[src/rtl/dotq_pkg.sv]
// shared types, constants and helpers for the deadline ordered timer queue
// used by dotq_ctrl, dotq_datapath and deadline_ordered_timer_queue
package dotq_pkg;

    localparam int NUM_SLOTS = 16;
    localparam int MAX_FIRES = 16;
    localparam int SLOT_W    = $clog2(NUM_SLOTS);
    localparam int CNT_W     = $clog2(NUM_SLOTS + 1);
    localparam int FIRE_W    = $clog2(MAX_FIRES + 1);

    localparam logic [31:0] RESET_INTERVAL_MIN = 32'd50;
    localparam logic [31:0] RESET_INTERVAL_MAX = 32'd50000000;

    localparam logic [1:0] OP_ARM    = 2'd0;
    localparam logic [1:0] OP_CANCEL = 2'd1;
    localparam logic [1:0] OP_TICK   = 2'd2;
    localparam logic [1:0] OP_RSVD   = 2'd3;

    localparam logic KIND_FIRE   = 1'b0;
    localparam logic KIND_STATUS = 1'b1;

    localparam logic CFG_INTERVAL_MIN = 1'b0;
    localparam logic CFG_INTERVAL_MAX = 1'b1;

    typedef enum logic [3:0] {
        ST_IDLE,
        ST_DISPATCH,
        ST_ARM,
        ST_CANCEL,
        ST_INS_WALK,
        ST_FIRE_HEAD,
        ST_FIRE_TEST,
        ST_STAT_HEAD,
        ST_STAT_DIFF,
        ST_STAT_EMIT
    } state_t;

    typedef struct packed {
        logic load;
        logic arm;
        logic cancel;
        logic tick;
        logic ins_rd;
        logic ins_step;
        logic ins_put;
        logic head_read;
        logic fire;
        logic diff;
        logic status;
    } dp_cmd_t;

    typedef struct packed {
        logic [1:0] op;
        logic       slot_ok;
        logic       ins_more;
        logic       due;
        logic       periodic;
        logic       out_free;
    } dp_stat_t;

    function automatic logic [63:0] sat_add(input logic [63:0] a, input logic [63:0] b);
        logic [64:0] s;
        s = {1'b0, a} + {1'b0, b};
        return s[64] ? {64{1'b1}} : s[63:0];
    endfunction

endpackage

[src/rtl/dotq_ctrl.sv]
// controller state machine for the timer queue
// depends on dotq_pkg; drives dotq_datapath through dp_cmd_t
module dotq_ctrl
(
    input  logic              clk,
    input  logic              rst_n,
    input  logic              s_tvalid,
    output logic              s_tready,
    input  dotq_pkg::dp_stat_t st,
    output dotq_pkg::dp_cmd_t  cmd
);

    dotq_pkg::state_t state_reg;
    dotq_pkg::state_t state_next;

    always_ff @(posedge clk or negedge rst_n)
    begin
        if (!rst_n)
        begin
            state_reg <= dotq_pkg::ST_IDLE;
        end
        else
        begin
            state_reg <= state_next;
        end
    end

    always_comb
    begin
        state_next = state_reg;
        cmd        = '0;
        s_tready   = 1'b0;
        case (state_reg)
            dotq_pkg::ST_IDLE:
            begin
                s_tready = 1'b1;
                if (s_tvalid)
                begin
                    cmd.load   = 1'b1;
                    state_next = dotq_pkg::ST_DISPATCH;
                end
            end
            dotq_pkg::ST_DISPATCH:
            begin
                if (st.op == dotq_pkg::OP_ARM && st.slot_ok)
                begin
                    state_next = dotq_pkg::ST_ARM;
                end
                else if (st.op == dotq_pkg::OP_CANCEL && st.slot_ok)
                begin
                    state_next = dotq_pkg::ST_CANCEL;
                end
                else if (st.op == dotq_pkg::OP_TICK)
                begin
                    cmd.tick   = 1'b1;
                    state_next = dotq_pkg::ST_FIRE_HEAD;
                end
                else
                begin
                    state_next = dotq_pkg::ST_STAT_HEAD;
                end
            end
            dotq_pkg::ST_ARM:
            begin
                cmd.arm    = 1'b1;
                state_next = dotq_pkg::ST_INS_WALK;
            end
            dotq_pkg::ST_CANCEL:
            begin
                cmd.cancel = 1'b1;
                state_next = dotq_pkg::ST_STAT_HEAD;
            end
            dotq_pkg::ST_INS_WALK:
            begin
                cmd.ins_rd = 1'b1;
                if (st.ins_more)
                begin
                    cmd.ins_step = 1'b1;
                end
                else
                begin
                    cmd.ins_put = 1'b1;
                    state_next  = (st.op == dotq_pkg::OP_TICK) ? dotq_pkg::ST_FIRE_HEAD
                                                               : dotq_pkg::ST_STAT_HEAD;
                end
            end
            dotq_pkg::ST_FIRE_HEAD:
            begin
                cmd.head_read = 1'b1;
                state_next    = dotq_pkg::ST_FIRE_TEST;
            end
            dotq_pkg::ST_FIRE_TEST:
            begin
                if (!st.due)
                begin
                    state_next = dotq_pkg::ST_STAT_HEAD;
                end
                else if (st.out_free)
                begin
                    cmd.fire   = 1'b1;
                    state_next = st.periodic ? dotq_pkg::ST_INS_WALK : dotq_pkg::ST_FIRE_HEAD;
                end
            end
            dotq_pkg::ST_STAT_HEAD:
            begin
                cmd.head_read = 1'b1;
                state_next    = dotq_pkg::ST_STAT_DIFF;
            end
            dotq_pkg::ST_STAT_DIFF:
            begin
                cmd.diff   = 1'b1;
                state_next = dotq_pkg::ST_STAT_EMIT;
            end
            dotq_pkg::ST_STAT_EMIT:
            begin
                if (st.out_free)
                begin
                    cmd.status = 1'b1;
                    state_next = dotq_pkg::ST_IDLE;
                end
            end
            default:
            begin
                state_next = dotq_pkg::ST_IDLE;
            end
        endcase
    end

    a_fire_needs_room: assert property (@(posedge clk) disable iff (!rst_n)
        cmd.fire |=> (state_reg == dotq_pkg::ST_INS_WALK || state_reg == dotq_pkg::ST_FIRE_HEAD))
        else $error("fire not followed by reinsert or head read");
    a_load_only_idle: assert property (@(posedge clk) disable iff (!rst_n)
        cmd.load |=> state_reg == dotq_pkg::ST_DISPATCH)
        else $error("load did not enter dispatch");
    a_status_to_idle: assert property (@(posedge clk) disable iff (!rst_n)
        cmd.status |=> s_tready)
        else $error("status word not followed by idle");

endmodule

[src/rtl/dotq_datapath.sv]
// slot store, sorted order list, time and output register of the timer queue
// depends on dotq_pkg; commanded by dotq_ctrl
module dotq_datapath
(
    input  logic               clk,
    input  logic               rst_n,
    input  dotq_pkg::dp_cmd_t  cmd,
    output dotq_pkg::dp_stat_t st,
    input  logic [103:0]       s_tdata,
    input  logic               cfg_wr_en,
    input  logic               cfg_addr,
    input  logic [31:0]        cfg_wdata,
    output logic [103:0]       m_tdata,
    output logic               m_tuser,
    output logic               m_tlast,
    output logic               m_tvalid,
    input  logic               m_tready
);

    localparam int N = dotq_pkg::NUM_SLOTS;
    localparam int SW = dotq_pkg::SLOT_W;
    localparam int CW = dotq_pkg::CNT_W;
    localparam int FW = dotq_pkg::FIRE_W;

    logic [1:0]  op_reg;
    logic [3:0]  slot_reg;
    logic [63:0] tv_reg;
    logic        rel_reg;
    logic [31:0] per_reg;
    logic [63:0] time_reg;
    logic [31:0] imin_reg;
    logic [31:0] imax_reg;
    logic [N-1:0] armed_reg;
    logic [CW-1:0] count_reg;
    logic [CW-1:0] count_next;
    logic [SW-1:0] order_reg [N];
    logic [SW-1:0] order_next [N];
    logic [63:0] deadline_reg [N];
    logic [31:0] period_reg [N];
    logic [SW-1:0] cur_slot_reg;
    logic [63:0] cur_dl_reg;
    logic [CW-1:0] ins_pos_reg;
    logic [SW-1:0] ins_slot_reg;
    logic [63:0] ins_d_reg;
    logic [FW-1:0] fire_cnt_reg;
    logic [63:0] diff_reg;
    logic        past_reg;
    logic        m_tvalid_reg;
    logic        m_tuser_reg;
    logic        m_tlast_reg;
    logic [3:0]  out_slot_reg;
    logic [63:0] out_dl_reg;
    logic [31:0] out_delay_reg;

    logic [SW-1:0] slot_idx;
    logic [SW-1:0] rd_addr;
    logic [63:0]   rd_dl;
    logic [SW-1:0] rm_slot;
    logic [SW-1:0] rm_idx;
    logic          rm_hit;
    logic          do_rm;
    logic [63:0]   arm_dl;
    logic [31:0]   per_cur;
    logic          periodic;
    logic [63:0]   fire_dl;
    logic [31:0]   delay;
    logic          out_free;

    assign slot_idx = SW'(slot_reg);
    assign rd_addr  = cmd.ins_rd ? order_reg[ins_pos_reg[SW-1:0]] : order_reg[0];
    assign rd_dl    = deadline_reg[rd_addr];
    assign rm_slot  = cmd.fire ? cur_slot_reg : slot_idx;
    assign do_rm    = cmd.fire || ((cmd.arm || cmd.cancel) && armed_reg[slot_idx]);
    assign arm_dl   = rel_reg ? dotq_pkg::sat_add(time_reg, tv_reg) : tv_reg;
    assign per_cur  = period_reg[cur_slot_reg];
    assign periodic = per_cur != 32'd0;
    assign fire_dl  = dotq_pkg::sat_add(cur_dl_reg, {32'd0, per_cur});
    assign out_free = !m_tvalid_reg || m_tready;

    always_comb
    begin
        rm_hit = 1'b0;
        rm_idx = '0;
        for (int i = N - 1; i >= 0; i--)
        begin
            if (CW'(i) < count_reg && order_reg[i] == rm_slot)
            begin
                rm_hit = 1'b1;
                rm_idx = SW'(i);
            end
        end
    end

    always_comb
    begin
        order_next = order_reg;
        count_next = count_reg;
        if (do_rm && rm_hit)
        begin
            for (int j = 0; j < N - 1; j++)
            begin
                if (SW'(j) >= rm_idx)
                begin
                    order_next[j] = order_reg[j + 1];
                end
            end
            count_next = count_reg - CW'(1);
        end
        else if (cmd.ins_put && count_reg < CW'(N))
        begin
            for (int j = 1; j < N; j++)
            begin
                if (CW'(j) > ins_pos_reg)
                begin
                    order_next[j] = order_reg[j - 1];
                end
            end
            for (int j = 0; j < N; j++)
            begin
                if (CW'(j) == ins_pos_reg)
                begin
                    order_next[j] = ins_slot_reg;
                end
            end
            count_next = count_reg + CW'(1);
        end
    end

    always_comb
    begin
        if (count_reg == '0)
        begin
            delay = imax_reg;
        end
        else if (past_reg || diff_reg <= {32'd0, imin_reg})
        begin
            delay = imin_reg;
        end
        else if (diff_reg < {32'd0, imax_reg})
        begin
            delay = diff_reg[31:0];
        end
        else
        begin
            delay = imax_reg;
        end
    end

    always_comb
    begin
        st.op       = op_reg;
        st.slot_ok  = 32'(slot_reg) < 32'(N);
        st.ins_more = ins_pos_reg < count_reg && rd_dl <= ins_d_reg;
        st.due      = fire_cnt_reg < FW'(dotq_pkg::MAX_FIRES) && count_reg != '0
                      && cur_dl_reg <= time_reg;
        st.periodic = periodic;
        st.out_free = out_free;
    end

    // control state
    always_ff @(posedge clk or negedge rst_n)
    begin
        if (!rst_n)
        begin
            imin_reg     <= dotq_pkg::RESET_INTERVAL_MIN;
            imax_reg     <= dotq_pkg::RESET_INTERVAL_MAX;
            time_reg     <= '0;
            armed_reg    <= '0;
            count_reg    <= '0;
            fire_cnt_reg <= '0;
            m_tvalid_reg <= 1'b0;
        end
        else
        begin
            if (cfg_wr_en)
            begin
                if (cfg_addr == dotq_pkg::CFG_INTERVAL_MIN)
                begin
                    imin_reg <= cfg_wdata;
                end
                else
                begin
                    imax_reg <= cfg_wdata;
                end
            end
            count_reg <= count_next;
            if (cmd.tick)
            begin
                time_reg     <= tv_reg;
                fire_cnt_reg <= '0;
            end
            if (cmd.arm)
            begin
                armed_reg[slot_idx] <= 1'b1;
            end
            if (cmd.cancel)
            begin
                armed_reg[slot_idx] <= 1'b0;
            end
            if (cmd.fire)
            begin
                armed_reg[cur_slot_reg] <= periodic;
                fire_cnt_reg            <= fire_cnt_reg + FW'(1);
            end
            if (cmd.fire || cmd.status)
            begin
                m_tvalid_reg <= 1'b1;
            end
            else if (m_tready)
            begin
                m_tvalid_reg <= 1'b0;
            end
        end
    end

    // payload
    always_ff @(posedge clk)
    begin
        order_reg <= order_next;
        if (cmd.load)
        begin
            op_reg   <= s_tdata[1:0];
            slot_reg <= s_tdata[5:2];
            tv_reg   <= s_tdata[69:6];
            rel_reg  <= s_tdata[70];
            per_reg  <= s_tdata[102:71];
        end
        if (cmd.arm)
        begin
            deadline_reg[slot_idx] <= arm_dl;
            period_reg[slot_idx]   <= per_reg;
            ins_slot_reg           <= slot_idx;
            ins_d_reg              <= arm_dl;
            ins_pos_reg            <= '0;
        end
        if (cmd.cancel)
        begin
            deadline_reg[slot_idx] <= '0;
            period_reg[slot_idx]   <= '0;
        end
        if (cmd.fire)
        begin
            deadline_reg[cur_slot_reg] <= periodic ? fire_dl : 64'd0;
            ins_slot_reg               <= cur_slot_reg;
            ins_d_reg                  <= fire_dl;
            ins_pos_reg                <= '0;
            m_tuser_reg                <= dotq_pkg::KIND_FIRE;
            m_tlast_reg                <= 1'b0;
            out_slot_reg               <= 4'(cur_slot_reg);
            out_dl_reg                 <= cur_dl_reg;
            out_delay_reg              <= '0;
        end
        if (cmd.ins_step)
        begin
            ins_pos_reg <= ins_pos_reg + CW'(1);
        end
        if (cmd.head_read)
        begin
            cur_slot_reg <= order_reg[0];
            cur_dl_reg   <= rd_dl;
        end
        if (cmd.diff)
        begin
            diff_reg <= cur_dl_reg - time_reg;
            past_reg <= cur_dl_reg <= time_reg;
        end
        if (cmd.status)
        begin
            m_tuser_reg   <= dotq_pkg::KIND_STATUS;
            m_tlast_reg   <= 1'b1;
            out_slot_reg  <= '0;
            out_dl_reg    <= '0;
            out_delay_reg <= delay;
        end
    end

    assign m_tvalid = m_tvalid_reg;
    assign m_tuser  = m_tuser_reg;
    assign m_tlast  = m_tlast_reg;
    assign m_tdata  = {4'd0, out_delay_reg, out_dl_reg, out_slot_reg};

    a_count_bound: assert property (@(posedge clk) disable iff (!rst_n)
        count_reg <= CW'(N))
        else $error("armed count beyond slot count");
    a_fire_bound: assert property (@(posedge clk) disable iff (!rst_n)
        fire_cnt_reg <= FW'(dotq_pkg::MAX_FIRES))
        else $error("fire count beyond limit");
    a_list_matches_armed: assert property (@(posedge clk) disable iff (!rst_n)
        cmd.load |-> CW'($countones(armed_reg)) == count_reg)
        else $error("order list length differs from armed slots");
    a_fire_due: assert property (@(posedge clk) disable iff (!rst_n)
        cmd.fire |-> cur_dl_reg <= time_reg)
        else $error("slot fired before its deadline");

endmodule

[src/rtl/deadline_ordered_timer_queue.sv]
// deadline ordered timer queue: arm, cancel and tick words in, fire and status words out
// an arm word is dispatched, armed and walked to its place in the sorted list, then status;
// cancel goes to status; tick fires due heads, walking periodic ones back in, then status
// the sorted order list is walked one entry a cycle through a single deadline read port
// one input word at a time; the next is taken once the status word is in the output register
// reset (rst_n, async, active low) empties the queue, clears time and loads default intervals
module deadline_ordered_timer_queue
(
    input  logic         clk,
    input  logic         rst_n,
    input  logic         s_tvalid,
    output logic         s_tready,
    input  logic [103:0] s_tdata,   // mode, slot, time_value, relative, period, zero pad
    output logic         m_tvalid,
    input  logic         m_tready,
    output logic [103:0] m_tdata,   // fired_slot, fired_deadline, next_delay, zero pad
    output logic         m_tuser,   // kind
    output logic         m_tlast,
    input  logic         cfg_wr_en,
    input  logic         cfg_addr,
    input  logic [31:0]  cfg_wdata
);

    dotq_pkg::dp_cmd_t  cmd;
    dotq_pkg::dp_stat_t st;

    dotq_ctrl u_ctrl
    (
        .clk      (clk),
        .rst_n    (rst_n),
        .s_tvalid (s_tvalid),
        .s_tready (s_tready),
        .st       (st),
        .cmd      (cmd)
    );

    dotq_datapath u_datapath
    (
        .clk       (clk),
        .rst_n     (rst_n),
        .cmd       (cmd),
        .st        (st),
        .s_tdata   (s_tdata),
        .cfg_wr_en (cfg_wr_en),
        .cfg_addr  (cfg_addr),
        .cfg_wdata (cfg_wdata),
        .m_tdata   (m_tdata),
        .m_tuser   (m_tuser),
        .m_tlast   (m_tlast),
        .m_tvalid  (m_tvalid),
        .m_tready  (m_tready)
    );

endmodule

[config.mk]
export PLATFORM = sky130hd
export DESIGN_NAME = deadline_ordered_timer_queue
export DESIGN_NICKNAME = d
export VERILOG_FILES = /design/src/rtl/dotq_pkg.sv /design/src/rtl/dotq_ctrl.sv /design/src/rtl/dotq_datapath.sv /design/src/rtl/deadline_ordered_timer_queue.sv
export SDC_FILE = /design/constraint.sdc
export NUM_CORES = 2
export LEC_CHECK = 0
export BUFFER_PORTS_ARGS = -buffer_cell sky130_fd_sc_hd__buf_2
export CELL_PAD_IN_SITES_DETAIL_PLACEMENT = 1
export CELL_PAD_IN_SITES_GLOBAL_PLACEMENT = 1
export CORE_AREA = 2 2 505 507
export CTS_BUF_LIST = sky130_fd_sc_hd__clkbuf_8
export DETAILED_ROUTE_END_ITERATION = 7
export DIE_AREA = 0 0 507 509
export MAX_ROUTING_LAYER = met4
export PLACE_DENSITY_LB_ADDON = 0.1
export RECOVER_POWER = 50
export SLEW_MARGIN = 20
export SYNTH_ARGS = -nofsm -noshare
export SYNTH_HDL_FRONTEND = slang
export SYNTH_SLANG_ARGS = --single-unit
[constraint.sdc]
create_clock -name clk -period 15.8 [get_ports clk]
set_clock_uncertainty 0.2 [all_clocks]
set_input_delay 2.37 -clock clk [delete_from_list [all_inputs] [get_ports clk]]
set_output_delay 2.37 -clock clk [all_outputs]
set_load 0.01 [all_outputs]
==> results_dict.tcl <==
set metrics [dict create \
    drt-wirelength-per-cell_um 28.7 \
    worstSkewPairLatency_ps 1020 \
    busiest_layer "met2" \
    grt-ovfl-total 0 \
    dp_cells 10679 \
    final_cell_mix "1,941 x edfxtp_1, 678 x nand2_1, 427 x inv_1" \
    die_area_mm2 0.258 \
    timing.fmax_mhz 82.6 \
    r2r-end "u_datapath.order_reg[15]" \
    seq_area_mm2 0.0638 \
    pre_cts_ws_ps 6110 \
    fin_crit_sh_pct 76.6 \
    slowest_delay_ps 2060 \
    grt_use_met3_pct 2.84 \
    stdcell_area_mm2 0.113 \
    drc 0 \
    cp-start-kind "flop" \
    met1_usage_pct 32.6 \
    h-tree-depth 5 \
    grt_setup_unrepaired "false" \
    grt_pass1_vias 67477 \
    rows 185 \
    use_met2_pct 43.2 \
    place_congestion 0.902 \
    placed_area_mm2 0.106 \
    min_to "u_datapath.out_slot_reg[2]" \
    cts_tree "built" \
    layout.nets 8141 \
    n_fill_cell 25852 \
    synth.avg_cell_area_um2 13.8 \
    final_common_cell "edfxtp_1" \
    p_leak_nw 40.3 \
    die_h_um 509 \
    cts_hold_buf 0 \
    stdcell_count 11379 \
    post_cts_buffers 0 \
    tns_ps 0 \
    hp-start "u_datapath.out_slot_reg[2]" \
    dieWidth_um 507 \
    antenna_found_initial 19 \
    cts.clk_slew.worst_paths_ps 60 \
    worstHoldPathCells 2 \
    cp-end-kind "flop" \
    yosys_warnings 0 \
    fin_util_pct 44.6 \
    io_pins 250 \
    postSynthCellCount 7308 \
    num_vias 64956 \
    peakVddDrop_v 0.000135 \
    cts_root_buf "clkbuf_8" \
    min_period_ps 12110 \
    cp_slowest_cell "clkbuf_1" \
    ys_ff_latch 2173 \
    synthFlopType "edfxtp_1" \
    maxCapViolations 54 \
    synthArstFlopShare_pct 7.32 \
    firstDrtPassIters 5 \
    failed_checks "max-capacitance violations, max-slew violations" \
    grt.total_usage_pct 25.6 \
    layout_setup_ws_ps 3690 \
    worstMarginPinSlew_ps 3880 \
    drive_gt1_share_pct 14.4 \
    portBuffers 244 \
    drv_slew 1857 \
    min_path_type "flop to flop" \
    r2r_slack_ps 3690 \
    yosysSeqAreaShare_pct 63.3 \
    ys_types 100 \
    post_cts_resize_count 0 \
    crit_fanout 112 \
    status "finished with violations" \
    grt_pass1_wl_mm 472 \
    reg2reg_from "u_datapath.ins_pos_reg[1]" \
    synth_area_mm2 0.101 \
    coreArea_mm2 0.253 \
    grt_max_degree 149 \
    cts_buffers 383 \
    cts_buffer_depth 4 \
    cellPowerDensity_mw_per_mm2 235 \
    slew_headroom_pct -159 \
    setup_viol 0 \
    viasPerCell 5.71 \
    drtIter0Drc 4774 \
    r2r_cells 25 \
    multi_input_area_mm2 0.0346 \
    hold_violations 0 \
    synthToLayoutAreaGrowth_pct 12.0 \
    antenna_left 0 \
    initial_core_util_pct 39.8 \
    crit_arrival_ps 12490 \
    dp_hpwl_mm 213 \
    clock-sinks 2173 \
    drt-total-wl_mm 327 \
    synth_edf_count 1941 \
    worst-setup-path-type "flop to flop" \
    largest_reg_flops 1024 \
    required_ps 16180 \
]
cells by family after synthesis:
| family | count (synthesis) | synth area share [%] |
|---|---|---|
| AO/OA/AOI/OAI | 1577 | 10.2 |
| buffers and inverters | 719 | 2.78 |
| flip-flops | 2173 | 63.3 |
| adder cells (fa/ha/maj) | 301 | 3.76 |
| AND/OR/NAND/NOR | 1564 | 7.41 |
| other | 1 | 0.00372 |
| multiplexers | 733 | 10.5 |
| XOR/XNOR | 240 | 2.09 |
cells in the mapped netlist (144+ instances only):
master | n | area, µm²
dfrtp_1 | 144 | 3600
inv_1 | 298 | 1120
clkbuf_1 | 297 | 1110
and2_1 | 149 | 932
o21ai_0 | 321 | 1610
mux2i_1 | 380 | 3800
nand2_1 | 679 | 2550
a211oi_1 | 220 | 1650
edfxtp_1 | 1941 | 58300
mux4_2 | 249 | 5610
nor2_1 | 226 | 848
xnor2_1 | 146 | 1280
ha_1 | 298 | 3730
a21oi_1 | 348 | 1740
how the worst max path moves through the flow:
stage / start / end / cells past startpoint
2_1_floorplan: m_tready / u_datapath.deadline_reg[11][0] / 8
3_3_place_gp: u_datapath.ins_pos_reg[1] / u_datapath.order_reg[56] / 19
3_5_place_dp: u_datapath.ins_pos_reg[1] / u_datapath.order_reg[14] / 20
4_1_cts: u_datapath.ins_pos_reg[1] / u_datapath.order_reg[15] / 20
5_1_grt: u_datapath.ins_pos_reg[1] / u_datapath.order_reg[15] / 20
6_report: u_datapath.ins_pos_reg[1] / u_datapath.order_reg[15] / 25
layer usage:
layer / vias to the layer above / share of wire [%]
met5: - / 0
met4: 0 / 3.0
met3: 456 / 3.9
met2: 1605 / 50
met1: 33968 / 43
li1: 28927 / -
power breakdown:
group	internal, W	switching [W]	leakage (nW)
Clock	0.00241	0.00238	4.00
Combinational	0.00434	0.00816	16.3
Sequential	0.00835	0.000913	20.0
through the flow:
step	total power (W)	hold WS, ps
after floorplan	0.0170	224
after global placement	0.0216	236
after detailed placement	0.0219	237
after CTS	0.0267	247
after global routing	0.0280	261
final	0.0265	247
critical path: cells and delay by family (launching register included):
kind | cells | cell delay, ps
adder cells (fa/ha/maj) | 1 | 270
AO/OA/AOI/OAI | 14 | 3430
AND/OR/NAND/NOR | 3 | 1030
multiplexers | 3 | 1700
flip-flops | 1 | 320
buffers and inverters | 4 | 4320
cell type report:
cell class                      count  area share (%)
Clock buffer                      396            4.83
Timing Repair Buffer              421            1.99
Clock inverter                    294            1.25
Tap cell                         3366            3.73
Inverter                          300            1.00
Multi-Input combinational cell   4419            30.6
Antenna cell                       10          0.0222
Sequential cell                  2173            56.5
Power figures use the tool's default switching activity.
